$ cat config.mk
export PLATFORM = sky130hd
export DESIGN_NAME = fse_front
export DESIGN_NICKNAME = d
export VERILOG_FILES = /design/src/design/assert_macros.svh /design/src/design/fse_pkg.sv /design/src/design/fse_front.sv
export SDC_FILE = /design/constraint.sdc
export NUM_CORES = 1
export LEC_CHECK = 0
export ABC_AREA = 1
export BUFFER_PORTS_ARGS = -buffer_cell sky130_fd_sc_hd__buf_2
export CORE_ASPECT_RATIO = 1.2
export CORE_MARGIN = 5
export CORE_UTILIZATION = 26
export DETAILED_ROUTE_END_ITERATION = 10
export GPL_ROUTABILITY_DRIVEN = 0
export PLACE_DENSITY = 0.95
export SLEW_MARGIN = 20
export SYNTH_ARGS = -nofsm -noshare
export SYNTH_HDL_FRONTEND = slang
export SYNTH_SLANG_ARGS = --single-unit
$ cat constraint.sdc
create_clock -name i_clk -period 1.6 [get_ports i_clk]
set_input_delay 0.32 -clock i_clk [delete_from_list [all_inputs] [get_ports i_clk]]
set_output_delay 0.32 -clock i_clk [all_outputs]
set_load 0.01 [all_outputs]
$ cat src/design/assert_macros.svh
// Assertion helpers used by the top-level design file.
`ifndef ASSERT_MACROS_SVH
`define ASSERT_MACROS_SVH

// The consequent must hold in the same cycle as the antecedent.
`define ASSERT_IMP(label, clk, rst_n, ante, cons, msg) \
    label: assert property (@(posedge clk) disable iff (!rst_n) (ante) |-> (cons)) \
        else $error(msg);

// The condition must never be true outside reset.
`define ASSERT_NEVER(label, clk, rst_n, cond, msg) \
    label: assert property (@(posedge clk) disable iff (!rst_n) !(cond)) \
        else $error(msg);

`endif

$ cat src/design/fse_pkg.sv
package fse_pkg;

    localparam int FSE_FRAC_BITS = 14;
    localparam int COORD_W       = 16;
    localparam int OUT_W         = 20;
    localparam int NODE_W        = 4;
    localparam int ELEM_W        = 3;
    localparam int QUEUE_DEPTH   = 2;

    localparam logic signed [OUT_W-1:0] OUT_HI = 20'sh7FFFF;
    localparam logic signed [OUT_W-1:0] OUT_LO = 20'sh80000;

    // Highest node index any element produces.
    localparam logic [NODE_W-1:0] MAX_NODE_IDX = 4'd9;

    // Hexahedron corner signs: a set bit means the factor is (1 - x).
    localparam logic [7:0] HEX_NEG_R = 8'b1001_1001;
    localparam logic [7:0] HEX_NEG_S = 8'b0011_0011;
    localparam logic [7:0] HEX_NEG_T = 8'b0000_1111;

    typedef enum logic [ELEM_W-1:0] {
        ELEM_TET4  = 3'd0,
        ELEM_TET10 = 3'd1,
        ELEM_HEX8  = 3'd2,
        ELEM_TRI3  = 3'd3,
        ELEM_TRI6  = 3'd4
    } t_elem;

    typedef struct packed {
        logic signed [COORD_W-1:0] coord_r;
        logic signed [COORD_W-1:0] coord_s;
        logic signed [COORD_W-1:0] coord_t;
    } t_in;

    typedef struct packed {
        logic [NODE_W-1:0]        node_index;
        logic signed [OUT_W-1:0]  shape_value;
        logic signed [OUT_W-1:0]  deriv_r;
        logic signed [OUT_W-1:0]  deriv_s;
        logic signed [OUT_W-1:0]  deriv_t;
        logic                     last_node;
    } t_out;

    // One classified point waiting for the node sequencer.
    typedef struct packed {
        t_elem             elem;
        logic [NODE_W-1:0] last_idx;
        t_in               coord;
    } t_job;

    // Index of the final node of an element type; zero for unused codes.
    function automatic logic [NODE_W-1:0] node_last_idx(input logic [ELEM_W-1:0] elem);
        logic [NODE_W-1:0] idx;
        case (elem)
            ELEM_TET4:  idx = 4'd3;
            ELEM_TET10: idx = 4'd9;
            ELEM_HEX8:  idx = 4'd7;
            ELEM_TRI3:  idx = 4'd2;
            ELEM_TRI6:  idx = 4'd5;
            default:    idx = 4'd0;
        endcase
        return idx;
    endfunction

    function automatic logic elem_supported(input logic [ELEM_W-1:0] elem);
        logic ok;
        case (elem)
            ELEM_TET4, ELEM_TET10, ELEM_HEX8, ELEM_TRI3, ELEM_TRI6: ok = 1'b1;
            default: ok = 1'b0;
        endcase
        return ok;
    endfunction

endpackage

$ cat src/design/fse_front.sv
module fse_front (
    input  logic                        i_clk,
    input  logic                        i_rst_n,
    input  logic                        i_cfg_we,
    input  logic [fse_pkg::ELEM_W-1:0]  i_cfg_wdata,
    input  logic                        i_in_valid,
    output logic                        o_in_ready,
    input  fse_pkg::t_in                i_in_data,
    input  logic                        i_q_full,
    output logic                        o_push,
    output fse_pkg::t_job               o_job,
    output logic [fse_pkg::ELEM_W-1:0]  o_elem
);
    import fse_pkg::*;

    logic [ELEM_W-1:0] r_elem;

    always_ff @(posedge i_clk) begin
        if (!i_rst_n) begin
            r_elem <= ELEM_TET4;
        end else if (i_cfg_we) begin
            r_elem <= i_cfg_wdata;
        end
    end

    // Points for an unused element code are taken and dropped without results.
    assign o_in_ready     = !i_q_full;
    assign o_push         = i_in_valid && o_in_ready && elem_supported(r_elem);
    assign o_job.elem     = t_elem'(r_elem);
    assign o_job.last_idx = node_last_idx(r_elem);
    assign o_job.coord    = i_in_data;
    assign o_elem         = r_elem;

endmodule

==> flow_summary_export.csv <==
group,metric,value,unit
status,outcome,"finished, final reports clean",
power_and_ir_drop,p_leak,0.181,nW
floorplanning,die_w,52.1,um
cts,post_cts_buffers,0,
cts,clockRootBuffer,"clkbuf_4",
hold_path,hold_start,"i_cfg_wdata[1]",
sta,hold_viol,0,
cts,cts_tree,"done",
final_layout,drive_above_1_share,49.0,%
power_and_ir_drop,ir_drop,0.000235,V
sta,maxSlewHeadroom,82.6,%
placed_design,io_buffer_count,19,
sta,rsz0062_at_grt,"false",
final_layout,layout_commonest_cell,"buf_2",
critical_path,start_kind,"flip-flop",
logic_synthesis,postSynthNetCount,135,
route,drtAntennaViolNets,0,
floorplanning,placementRows,18,
final_layout,fin_nets,108,
cts,cts_max_path_buffers,2,
sta,slew_viol_final,0,
route,drt_iter0_drc,10,
logic_synthesis,postSynthAreaPerCell,6.98,sq um
final_layout,syn2layout_area_growth,-40.6,%
critical_path,crit_path_end_kind,"primary output",
route,finalWirelength,1080,um
cts,cts_resized,0,
hold_path,min_path_type,"in2reg",
floorplanning,dieArea,0.00315,sq mm
logic_synthesis,yosysWarnings,0,
route,first_pass_iters,2,
logic_synthesis,ys_seq_elements,3,
sta,skew,0,ns
logic_synthesis,ys_types,12,
route,drc,0,
grt,grt_pass1_vias,328,
grt,grt_pass1_wl,1460,um
hold_path,hold_path_end,"o_elem[1]",
critical_path,rrSetupSlack,0.89,ns
final_layout,final_cell_mix,"19 x buf_2, 11 x nor2_1",
critical_path,worst-r2r-cell-count,2,
flow_run,drv_cap,0,
floorplanning,ios,116,
route,dr_total_vias,322,
logic_synthesis,synthesis.area,552,sq um
cts,cts_hold_buf,0,
sta,max_freq,715,MHz
sta,fin_crit,1.40,ns
floorplanning,die_y,60.5,um
route,wire_per_inst,13.4,um
floorplanning,core_area,0.00205,sq mm
floorplanning,start_util,26.9,%
final_layout,postLayoutCoreUtil,16.0,%
placed_design,dp.final_hpwl,882,um
logic_synthesis,ys_seq_area_share,10.9,%
cts,cts_made_buffers,3,
grt,grtUsageTotal,7.22,%
grt,antenna_found_initial,0,
cts,insertion_delay,0.23,ns
cts,htreeDepth,1,
hold_path,holdPathStages,3,
cts,cts.sink_count,3,
critical_path,rr_endpoint,"o_elem[1]",
critical_path,regToRegStartpoint,"o_elem[1]",
sta,holdWs,0.314,ns
power_and_ir_drop,power_density,901,mW/mm^2
sta,setup_violations,0,
critical_path,worst-path-max-fanout,6,
sta,fin_crit_sh,87.4,%
critical_path,cp_data_required_time,1.28,ns
sta,tightestPinTransition,0.261,ns
critical_path,cp.arrival,1.08,ns
critical_path,path_class,"reg2out",
grt,gr-total-overflow,0,
final_layout,largest_reg_flops,3,
route,avgViaCountPerCell,3.98,
cts,clk_pin_slew,0.04,ns
sta,fin_setup_tns,0,ns
final_layout,diodes,0,
grt,grt_max_degree,10,
logic_synthesis,syn_inst,79,
==> stage by stage <==
step | area [sq um] | worst slack [ns] | power, mW | std cells
after floorplan | 552 | 0.490 | 0.255 | 79
after global placement | 302 | 0.455 | 0.162 | 77
after detailed placement | 302 | 0.429 | 0.162 | 77
after CTS | 328 | 0.172 | 0.303 | 81
after global routing | 328 | 0.0863 | 0.322 | 81
final | 328 | 0.202 | 0.295 | 81
==> worst max-delay path, stage by stage, from the launching register on <==
cell and delay, ns:
dfxtp_1 0.41, inv_1 0.11, a21oi_1 0.14, nor2_1 0.05
buf_2 0.13
==> cells by family (layout without fill, tap and decap cells) <==
family                 count (synthesis)  count (layout)  synth area share (%)
flip-flops                             3               3                  10.9
AO/OA/AOI/OAI                          5               5                  5.21
AND/OR/NAND/NOR                       16              16                  11.8
buffers and inverters                 55              27                  72.1
==> how the worst max path moves through the flow <==
stage / slack, ns / depth (start not counted) / startpoint / to
2_1_floorplan: 0.49 / 2 / o_elem[0] / o_job[51]
3_3_place_gp: 0.45 / 4 / o_elem[2] / o_job[50]
3_5_place_dp: 0.43 / 4 / o_elem[0] / o_job[50]
4_1_cts: 0.17 / 4 / o_elem[0] / o_job[50]
5_1_grt: 0.09 / 4 / o_elem[0] / o_job[49]
6_report: 0.20 / 4 / o_elem[0] / o_job[50]
==> report_power, final <==
group	total (mW)	switching [mW]	internal (mW)
Clock	0.136	0.0424	0.0937
Combinational	0.0691	0.0379	0.0311
Sequential	0.0900	0.00958	0.0805
==> cell usage after synthesis (all sizes together) <==
master | count | share of area, %
nand3 | 1 | 0.91
nand2 | 2 | 1.4
dfxtp | 3 | 11
nor2 | 12 | 8.6
buf | 51 | 69
inv | 4 | 2.7
a21o | 1 | 1.6
nor3 | 1 | 0.91
a21oi | 1 | 0.91
o21ai | 3 | 2.7
==> routing by layer <==
metal	part of all wire, %	vias to the layer above	track usage (%)
li1	-	134	-
met1	23	126	3.85
met2	44	32	9.16
met3	17	30	3.93
met4	16	0	18.4
met5	0	-	0
==> area by class of cell <==
type,count,area (sq um)
Multi-Input combinational cell,21,93.8
Tap cell,30,37.5
Inverter,4,15.0
Clock buffer,4,26.3
Sequential cell,3,60.1
Timing Repair Buffer,19,95.1
Fill cell,248,1720
(Power assumes the default switching activity.)
