--- src/design/assert_macros.svh ---
// Assertion helpers used by the top-level design file.
`ifndef ASSERT_MACROS_SVH
`define ASSERT_MACROS_SVH

// The consequent must hold in the same cycle as the antecedent.
`define ASSERT_IMP(label, clk, rst_n, ante, cons, msg) \
    label: assert property (@(posedge clk) disable iff (!rst_n) (ante) |-> (cons)) \
        else $error(msg);

// The condition must never be true outside reset.
`define ASSERT_NEVER(label, clk, rst_n, cond, msg) \
    label: assert property (@(posedge clk) disable iff (!rst_n) !(cond)) \
        else $error(msg);

`endif

--- src/design/fse_pkg.sv ---
package fse_pkg;

    localparam int FSE_FRAC_BITS = 14;
    localparam int COORD_W       = 16;
    localparam int OUT_W         = 20;
    localparam int NODE_W        = 4;
    localparam int ELEM_W        = 3;
    localparam int QUEUE_DEPTH   = 2;

    localparam logic signed [OUT_W-1:0] OUT_HI = 20'sh7FFFF;
    localparam logic signed [OUT_W-1:0] OUT_LO = 20'sh80000;

    // Highest node index any element produces.
    localparam logic [NODE_W-1:0] MAX_NODE_IDX = 4'd9;

    // Hexahedron corner signs: a set bit means the factor is (1 - x).
    localparam logic [7:0] HEX_NEG_R = 8'b1001_1001;
    localparam logic [7:0] HEX_NEG_S = 8'b0011_0011;
    localparam logic [7:0] HEX_NEG_T = 8'b0000_1111;

    typedef enum logic [ELEM_W-1:0] {
        ELEM_TET4  = 3'd0,
        ELEM_TET10 = 3'd1,
        ELEM_HEX8  = 3'd2,
        ELEM_TRI3  = 3'd3,
        ELEM_TRI6  = 3'd4
    } t_elem;

    typedef struct packed {
        logic signed [COORD_W-1:0] coord_r;
        logic signed [COORD_W-1:0] coord_s;
        logic signed [COORD_W-1:0] coord_t;
    } t_in;

    typedef struct packed {
        logic [NODE_W-1:0]        node_index;
        logic signed [OUT_W-1:0]  shape_value;
        logic signed [OUT_W-1:0]  deriv_r;
        logic signed [OUT_W-1:0]  deriv_s;
        logic signed [OUT_W-1:0]  deriv_t;
        logic                     last_node;
    } t_out;

    // One classified point waiting for the node sequencer.
    typedef struct packed {
        t_elem             elem;
        logic [NODE_W-1:0] last_idx;
        t_in               coord;
    } t_job;

    // Index of the final node of an element type; zero for unused codes.
    function automatic logic [NODE_W-1:0] node_last_idx(input logic [ELEM_W-1:0] elem);
        logic [NODE_W-1:0] idx;
        case (elem)
            ELEM_TET4:  idx = 4'd3;
            ELEM_TET10: idx = 4'd9;
            ELEM_HEX8:  idx = 4'd7;
            ELEM_TRI3:  idx = 4'd2;
            ELEM_TRI6:  idx = 4'd5;
            default:    idx = 4'd0;
        endcase
        return idx;
    endfunction

    function automatic logic elem_supported(input logic [ELEM_W-1:0] elem);
        logic ok;
        case (elem)
            ELEM_TET4, ELEM_TET10, ELEM_HEX8, ELEM_TRI3, ELEM_TRI6: ok = 1'b1;
            default: ok = 1'b0;
        endcase
        return ok;
    endfunction

endpackage

--- src/design/fse_queue.sv ---
module fse_queue (
    input  logic           i_clk,
    input  logic           i_rst_n,
    input  logic           i_push,
    input  fse_pkg::t_job  i_data,
    output logic           o_full,
    input  logic           i_pop,
    output logic           o_valid,
    output fse_pkg::t_job  o_data
);
    import fse_pkg::*;

    localparam int QA = (QUEUE_DEPTH > 1) ? $clog2(QUEUE_DEPTH) : 1;
    localparam int CW = $clog2(QUEUE_DEPTH + 1);

    t_job            r_mem [QUEUE_DEPTH];
    logic [QA-1:0]   r_wp;
    logic [QA-1:0]   r_rp;
    logic [CW-1:0]   r_cnt;
    logic            do_push;
    logic            do_pop;

    assign o_full  = (r_cnt == CW'(QUEUE_DEPTH));
    assign o_valid = (r_cnt != '0);
    assign o_data  = r_mem[r_rp];
    assign do_push = i_push && !o_full;
    assign do_pop  = i_pop && o_valid;

    function automatic logic [QA-1:0] wrap_inc(input logic [QA-1:0] p);
        return (p == QA'(QUEUE_DEPTH - 1)) ? '0 : p + QA'(1);
    endfunction

    always_ff @(posedge i_clk) begin
        if (!i_rst_n) begin
            r_wp  <= '0;
            r_rp  <= '0;
            r_cnt <= '0;
        end else begin
            if (do_push) begin
                r_wp <= wrap_inc(r_wp);
            end
            if (do_pop) begin
                r_rp <= wrap_inc(r_rp);
            end
            if (do_push && !do_pop) begin
                r_cnt <= r_cnt + CW'(1);
            end else if (do_pop && !do_push) begin
                r_cnt <= r_cnt - CW'(1);
            end
        end
    end

    always_ff @(posedge i_clk) begin
        if (do_push) begin
            r_mem[r_wp] <= i_data;
        end
    end

endmodule

--- config.mk ---
export PLATFORM = sky130hd
export DESIGN_NAME = fse_queue
export DESIGN_NICKNAME = d
export VERILOG_FILES = /design/src/design/assert_macros.svh /design/src/design/fse_pkg.sv /design/src/design/fse_queue.sv
export SDC_FILE = /design/constraint.sdc
export NUM_CORES = 1
export LEC_CHECK = 0
export BUFFER_PORTS_ARGS = -buffer_cell sky130_fd_sc_hd__buf_2
export CAP_MARGIN = 10
export CORE_ASPECT_RATIO = 1.5
export CORE_MARGIN = 2
export CORE_UTILIZATION = 47
export DETAILED_ROUTE_END_ITERATION = 10
export PLACE_DENSITY = 0.79
export SLEW_MARGIN = 20
export SYNTH_ARGS = -nofsm -noshare
export SYNTH_HDL_FRONTEND = slang
export SYNTH_SLANG_ARGS = --single-unit
--- constraint.sdc ---
create_clock -name i_clk -period 3.2 [get_ports i_clk]
set_input_delay 0.32 -clock i_clk [delete_from_list [all_inputs] [get_ports i_clk]]
set_output_delay 0.32 -clock i_clk [all_outputs]
set_load 0.1 [all_outputs]
==> results of run 1 <==
worst max-delay path: stages (launching register included):
cell and delay (ns):
dfxtp_2 0.71, buf_12 0.29, mux2_2 0.37, buf_2 0.29
sequential cells by signal (all words and copies together), names as in the netlist, named ones only:
signal / flops
r_mem: 110
r_cnt: 2
r_rp: 1
r_wp: 1
cell families after synthesis:
logic type,Yosys count
flip-flops,115
multiplexers,55
AND/OR/NAND/NOR,9
buffers and inverters,8
AO/OA/AOI/OAI,5
XOR/XNOR,3
adder cells (fa/ha/maj),1
stage by stage:
stage | cells | utilization, %
CTS | 450 | 62.6
global placement | 418 | 56.2
finish | 450 | 62.6
global route | 450 | 62.6
floorplan | 196 | -
detailed placement | 418 | 56.2
layout by cell type (no fill, tap or decap), drive strengths merged:
cell / n
mux2: 55
a21boi: 2
buf: 118
o21a: 1
o21ai: 2
and2: 3
inv: 2
xnor2: 2
clkinv: 4
and3: 1
edfxtp: 110
ha: 1
or3: 1
nand2b: 1
dfxtp: 5
clkbuf: 27
xor2: 1
bufinv: 1
or2: 1
nor2: 1
nor3: 1
worst paths after layout:
| kind | cells after the start | startpoint | slack [ns] | to |
|---|---|---|---|---|
| worst min-delay path | 1 | i_data[21] | 0.10 | r_mem[1][21] |
| worst max-delay path | 3 | flip-flop | 0.81 | o_data[13] |
| worst min register to register | 2 | r_cnt[1] | 0.53 | r_cnt[1] |
| worst max register to register | 3 | r_cnt[0] | 1.34 | r_mem[1][45] |
per-layer routing:
layer | global-route usage, % | wire length, µm
met5 | 0 | 0
met2 | 28.4 | 4300
met1 | 14.5 | 2580
met3 | 7.59 | 404
met4 | 8.90 | 217
area by class of cell:
class                           instances  area [µm²]
Inverter                                2        7.51
Multi-Input combinational cell         73         756
Tap cell                              110         138
Clock inverter                          5        50.0
Sequential cell                       115        3400
Clock buffer                           27         513
Fill cell                             647        3280
Timing Repair Buffer                  118         623
==> impl_metrics.ini, run 1 <==
[cells_and_area]
fin_area_um2 = 5490
drive_gt1_share_pct = 60.3
antenna_cells = 0
syn2layout_area_growth_pct = 30.1
num-nets-final = 387

[setup_path]
endpoint_kind = output port
crit_arrival_ns = 2.07
critPathMaxFanout = 31
crit_required_ns = 2.88
critical_path_class = flip-flop to output port
start_kind = flip-flop

[die]
start_util_pct = 48.1
fp.dieW_um = 81.4
core-area_um2 = 8780
die_area_um2 = 9770
die_h_um = 120
io_pins = 116
placementRows = 42

[clock_network]
cts_buffers = 17
cts_resized = 0
clkLatencyLatePin_ns = 0.40
cts_buffer_depth = 2
cts_root_buf = clkbuf_16
clkTransAtPathRegs_ns = 0.05
cts_tree = built
cts_setup_buffers = 0
cts_sinks = 115
holdBufCountCts = 0
htree_levels = 4

[global_routing]
grt_pass1_vias = 2331
grt_overflow = 0
grt_usage_pct = 16.1
antenna_found_initial = 0
grt_pass1_wl_um = 10900
grt_start_max_net_pins = 56

[sta]
rsz0062_at_grt = false
period_minus_slack_ns = 2.39
fin_ws_ns = 0.806
slew_viol_final = 0
setup_tns_ns = 0
post-route-period-util_pct = 74.8
fin_skew_ns = 0.00563
fmax_mhz = 418
whs_ns = 0.102
setup_viol_count_final = 0
hold_viol = 0
slew_headroom_pct = 51.5
worst_slew_pin_slew_ns = 0.727

[flow_run]
drv_cap = 0

[synthesis]
avgSynthCellArea_um2 = 21.5
seq_area_frac_synth_pct = 80.6
syn_nets = 256
yosys_warnings = 0
yosysMostFrequentCell = edfxtp_1
synth_edf_count = 110
synthSimpleGateAreaFrac_pct = 1.36
synthArstFlopShare_pct = 0
netlist_area_um2 = 4220
synth_top_family_by_area = multiplexers
synthFlopType = edfxtp_1
synth_area_leaders = edfxtp_1 78%, mux2_2 15%, dfxtp_1 2.4%
synth_cells = 196
synth-seq-cells = 115
netlist_top_cells_count = 110 x edfxtp_1, 55 x mux2_2, 5 x buf_6, 5 x dfxtp_1, 3 x and2_1
synth_fa_ha_area_share_pct = 0.296
synth.area.mux_share_pct = 14.7
ys_types = 22
synth_compound_area_share_pct = 0.771
synth_xor_area_share_pct = 0.623
synth_top_cell_by_area = edfxtp_1
synth.top_cell.area_share_pct = 78.3

[place]
dp_hpwl_um = 4920
dpl_cell_area_um2 = 4930
io_buffer_count = 115
routabilityCongestion = 0.721
pre_cts_slack_ns = 1.15

[worst_hold_path]
min_path_type = input pin to flip-flop

[route]
drtIter0Drc = 75
drc = 0
routed_via_density = 4.92
final_antenna_net_count = 0
firstDrtPassIters = 4
wl_per_cell_um = 16.7
drt-total-wl_um = 7500
routed-via-count = 2212

[status]
status = completed
Power of run 1 is left out: the tool's default activity adds up to more than one toggle a clock period on the data nets, which glitch-free logic cannot reach.
==> run 2, diff against run 1 <==
ABC_AREA = 1   (was not set)
PLACE_DENSITY = 0.78   (was 0.79)
clock period = 2.2 ns   (was 3.2 ns; I/O delays follow)
==> run 2 against run 1 <==
Hold slack got worse by 0.086 ns. Count of clock-buffer cells in the layout fell by 6. Wire length increased by 12%.
==> impl_metrics.ini, run 2 <==
[power]
p_comb_share_pct = 45.0
p_seq_share_pct = 27.9
swShare_pct = 38.5
p_leak_nw = 2.71
ir_worst_vdd_mv = 0.938
clockPowerShare_pct = 27.1
p_switching_mw = 4.06
internal_power_mw = 6.49
power_density_nw_per_um2 = 1550

[synthesis]
netlist_top_cells_count = 110 x edfxtp_1, 50 x mux2_4, 9 x nor2_1, 8 x inv_1, 7 x nand2_1
synth_edf_count = 110
synth-seq-cells = 115
synth_area_leaders = edfxtp_1 74%, mux2_4 17%, buf_12 2.2%
syn_nets = 268
yosysMostFrequentCell = edfxtp_1
netlist_area_um2 = 4470
yosys_warnings = 0
avgSynthCellArea_um2 = 21.5
synth_cells = 208
seq_area_frac_synth_pct = 76.2
synthArstFlopShare_pct = 0
synthFlopType = edfxtp_1
synth_top_cell_by_area = edfxtp_1
synth.top_cell.area_share_pct = 73.9
ys_types = 16

[route]
wl_per_cell_um = 17.3
routed-via-count = 2370
drt-total-wl_um = 8430
drtIter0Drc = 71
drc = 0
routed_via_density = 4.87
firstDrtPassIters = 4
final_antenna_net_count = 0

[sta]
hold_viol = 0
setup_tns_ns = 0
setup_viol_count_final = 0
post-route-period-util_pct = 92.2
slew_headroom_pct = 67.0
worst_slew_pin_slew_ns = 0.499
rsz0062_at_grt = false
fin_skew_ns = 0.00700
slew_viol_final = 0
fmax_mhz = 493
period_minus_slack_ns = 2.03

[setup_path]
crit_required_ns = 1.98
critical_path_class = flip-flop to output port
critPathMaxFanout = 24
endpoint_kind = output port
crit_arrival_ns = 1.81
start_kind = flip-flop

[global_routing]
grt_usage_pct = 16.7
grt_pass1_vias = 2527
antenna_found_initial = 0
grt_start_max_net_pins = 56
grt_pass1_wl_um = 12500
grt_overflow = 0

[flow_run]
drv_cap = 0

[place]
routabilityCongestion = 0.670
dp_hpwl_um = 5410
dpl_cell_area_um2 = 5990
io_buffer_count = 115

[cells_and_area]
multiInputGateArea_um2 = 937
nFillCells = 553
drive_gt1_share_pct = 54.9
antenna_cells = 0
largest-register = r_mem
final_common_cell = edfxtp_1
syn2layout_area_growth_pct = 52.5
largest_register_ffs = 110
register_area_um2 = 3410
largest_registers = r_mem x110, r_cnt x2
num-nets-final = 422
final_cell_mix = 110 x edfxtp_1, 60 x buf_2, 57 x buf_12, 50 x mux2_4, 20 x dlygate4sd3_1
fin_area_um2 = 6810

[die]
die_area_um2 = 10300
die_h_um = 123
start_util_pct = 48.3
core-area_um2 = 9250
placementRows = 43
fp.dieW_um = 83.6
io_pins = 116

[clock_network]
cts_root_buf = clkbuf_16
clkLatencyLatePin_ns = 0.40
clkTransAtPathRegs_ns = 0.05
cts_setup_buffers = 0
cts_buffers = 17
cts_buffer_depth = 2
holdBufCountCts = 20
cts_tree = built
cts_sinks = 115
cts_resized = 0
htree_levels = 4

[status]
status = completed

[worst_hold_path]
min_path_type = input pin to flip-flop
-- run 2: critical path: stages (launching register included) --
cell and delay, ns:
dfxtp_4 0.63, buf_4 0.27, mux2_4 0.34, buf_12 0.17
-- run 2: stage by stage --
| stage | power (mW) | setup WS [ns] | hold slack [ns] | std cells | util, % |
|---|---|---|---|---|---|
| 2_1_floorplan | 6.20 | -0.146 | 0.319 | 208 | - |
| 3_3_place_gp | 7.64 | 0.590 | 0.407 | 435 | 64.7 |
| 3_5_place_dp | 7.72 | 0.567 | 0.411 | 435 | 64.7 |
| 4_1_cts | 10.6 | 0.130 | 0.000479 | 487 | 73.6 |
| 5_1_grt | 10.8 | 0.108 | 0.00157 | 487 | 73.6 |
| 6_report | 10.6 | 0.173 | 0.0158 | 487 | 73.6 |
-- run 2: final cells by class --
class                           instances  share of cell area [%]
Clock buffer                           21                    6.47
Inverter                                8                   0.441
Tap cell                              112                    2.06
Sequential cell                       115                    50.0
Multi-Input combinational cell         79                    13.8
Clock inverter                         11                    2.70
Timing Repair Buffer                  141                    24.5
-- run 2: path summary, 6_finish.rpt --
check                                start            to  slack [ns]  depth (start not counted)
worst min register to register        r_rp     flip-flop        0.50                          2
worst max register to register    r_cnt[1]      r_cnt[1]        0.59                          9
worst max-delay path             flip-flop     o_data[7]        0.17                          3
worst min-delay path            i_data[33]  r_mem[0][33]        0.02                          1
-- run 2: power by group through the flow --
| stage | registers [mW] | clock network (mW) | logic, mW |
|---|---|---|---|
| after global routing | 2.97 | 3.00 | 4.88 |
| after global placement | 2.95 | 0 | 4.69 |
| final | 2.94 | 2.86 | 4.75 |
| after floorplan | 2.89 | 0 | 3.31 |
| after detailed placement | 2.98 | 0 | 4.73 |
| after CTS | 2.95 | 2.91 | 4.77 |
-- run 2: per-layer routing --
layer / global-route usage, % / part of all wire [%] / vias to the layer above
li1: - / - / 1115
met1: 15.4 / 34 / 1164
met3: 5.87 / 5.1 / 11
met4: 9.78 / 1.8 / 0
met5: 0 / 0 / -
met2: 31.3 / 59 / 80
-- run 2: logic make-up after synthesis --
logic type / Yosys count / synth area share [%]
flops: 115 / 76.2
mux: 55 / 18.1
simple gates: 18 / 1.60
buf+inv: 14 / 3.17
compound gates: 5 / 0.700
fa+ha+maj: 1 / 0.280
Note: power is estimated with default switching activity, not from simulation.
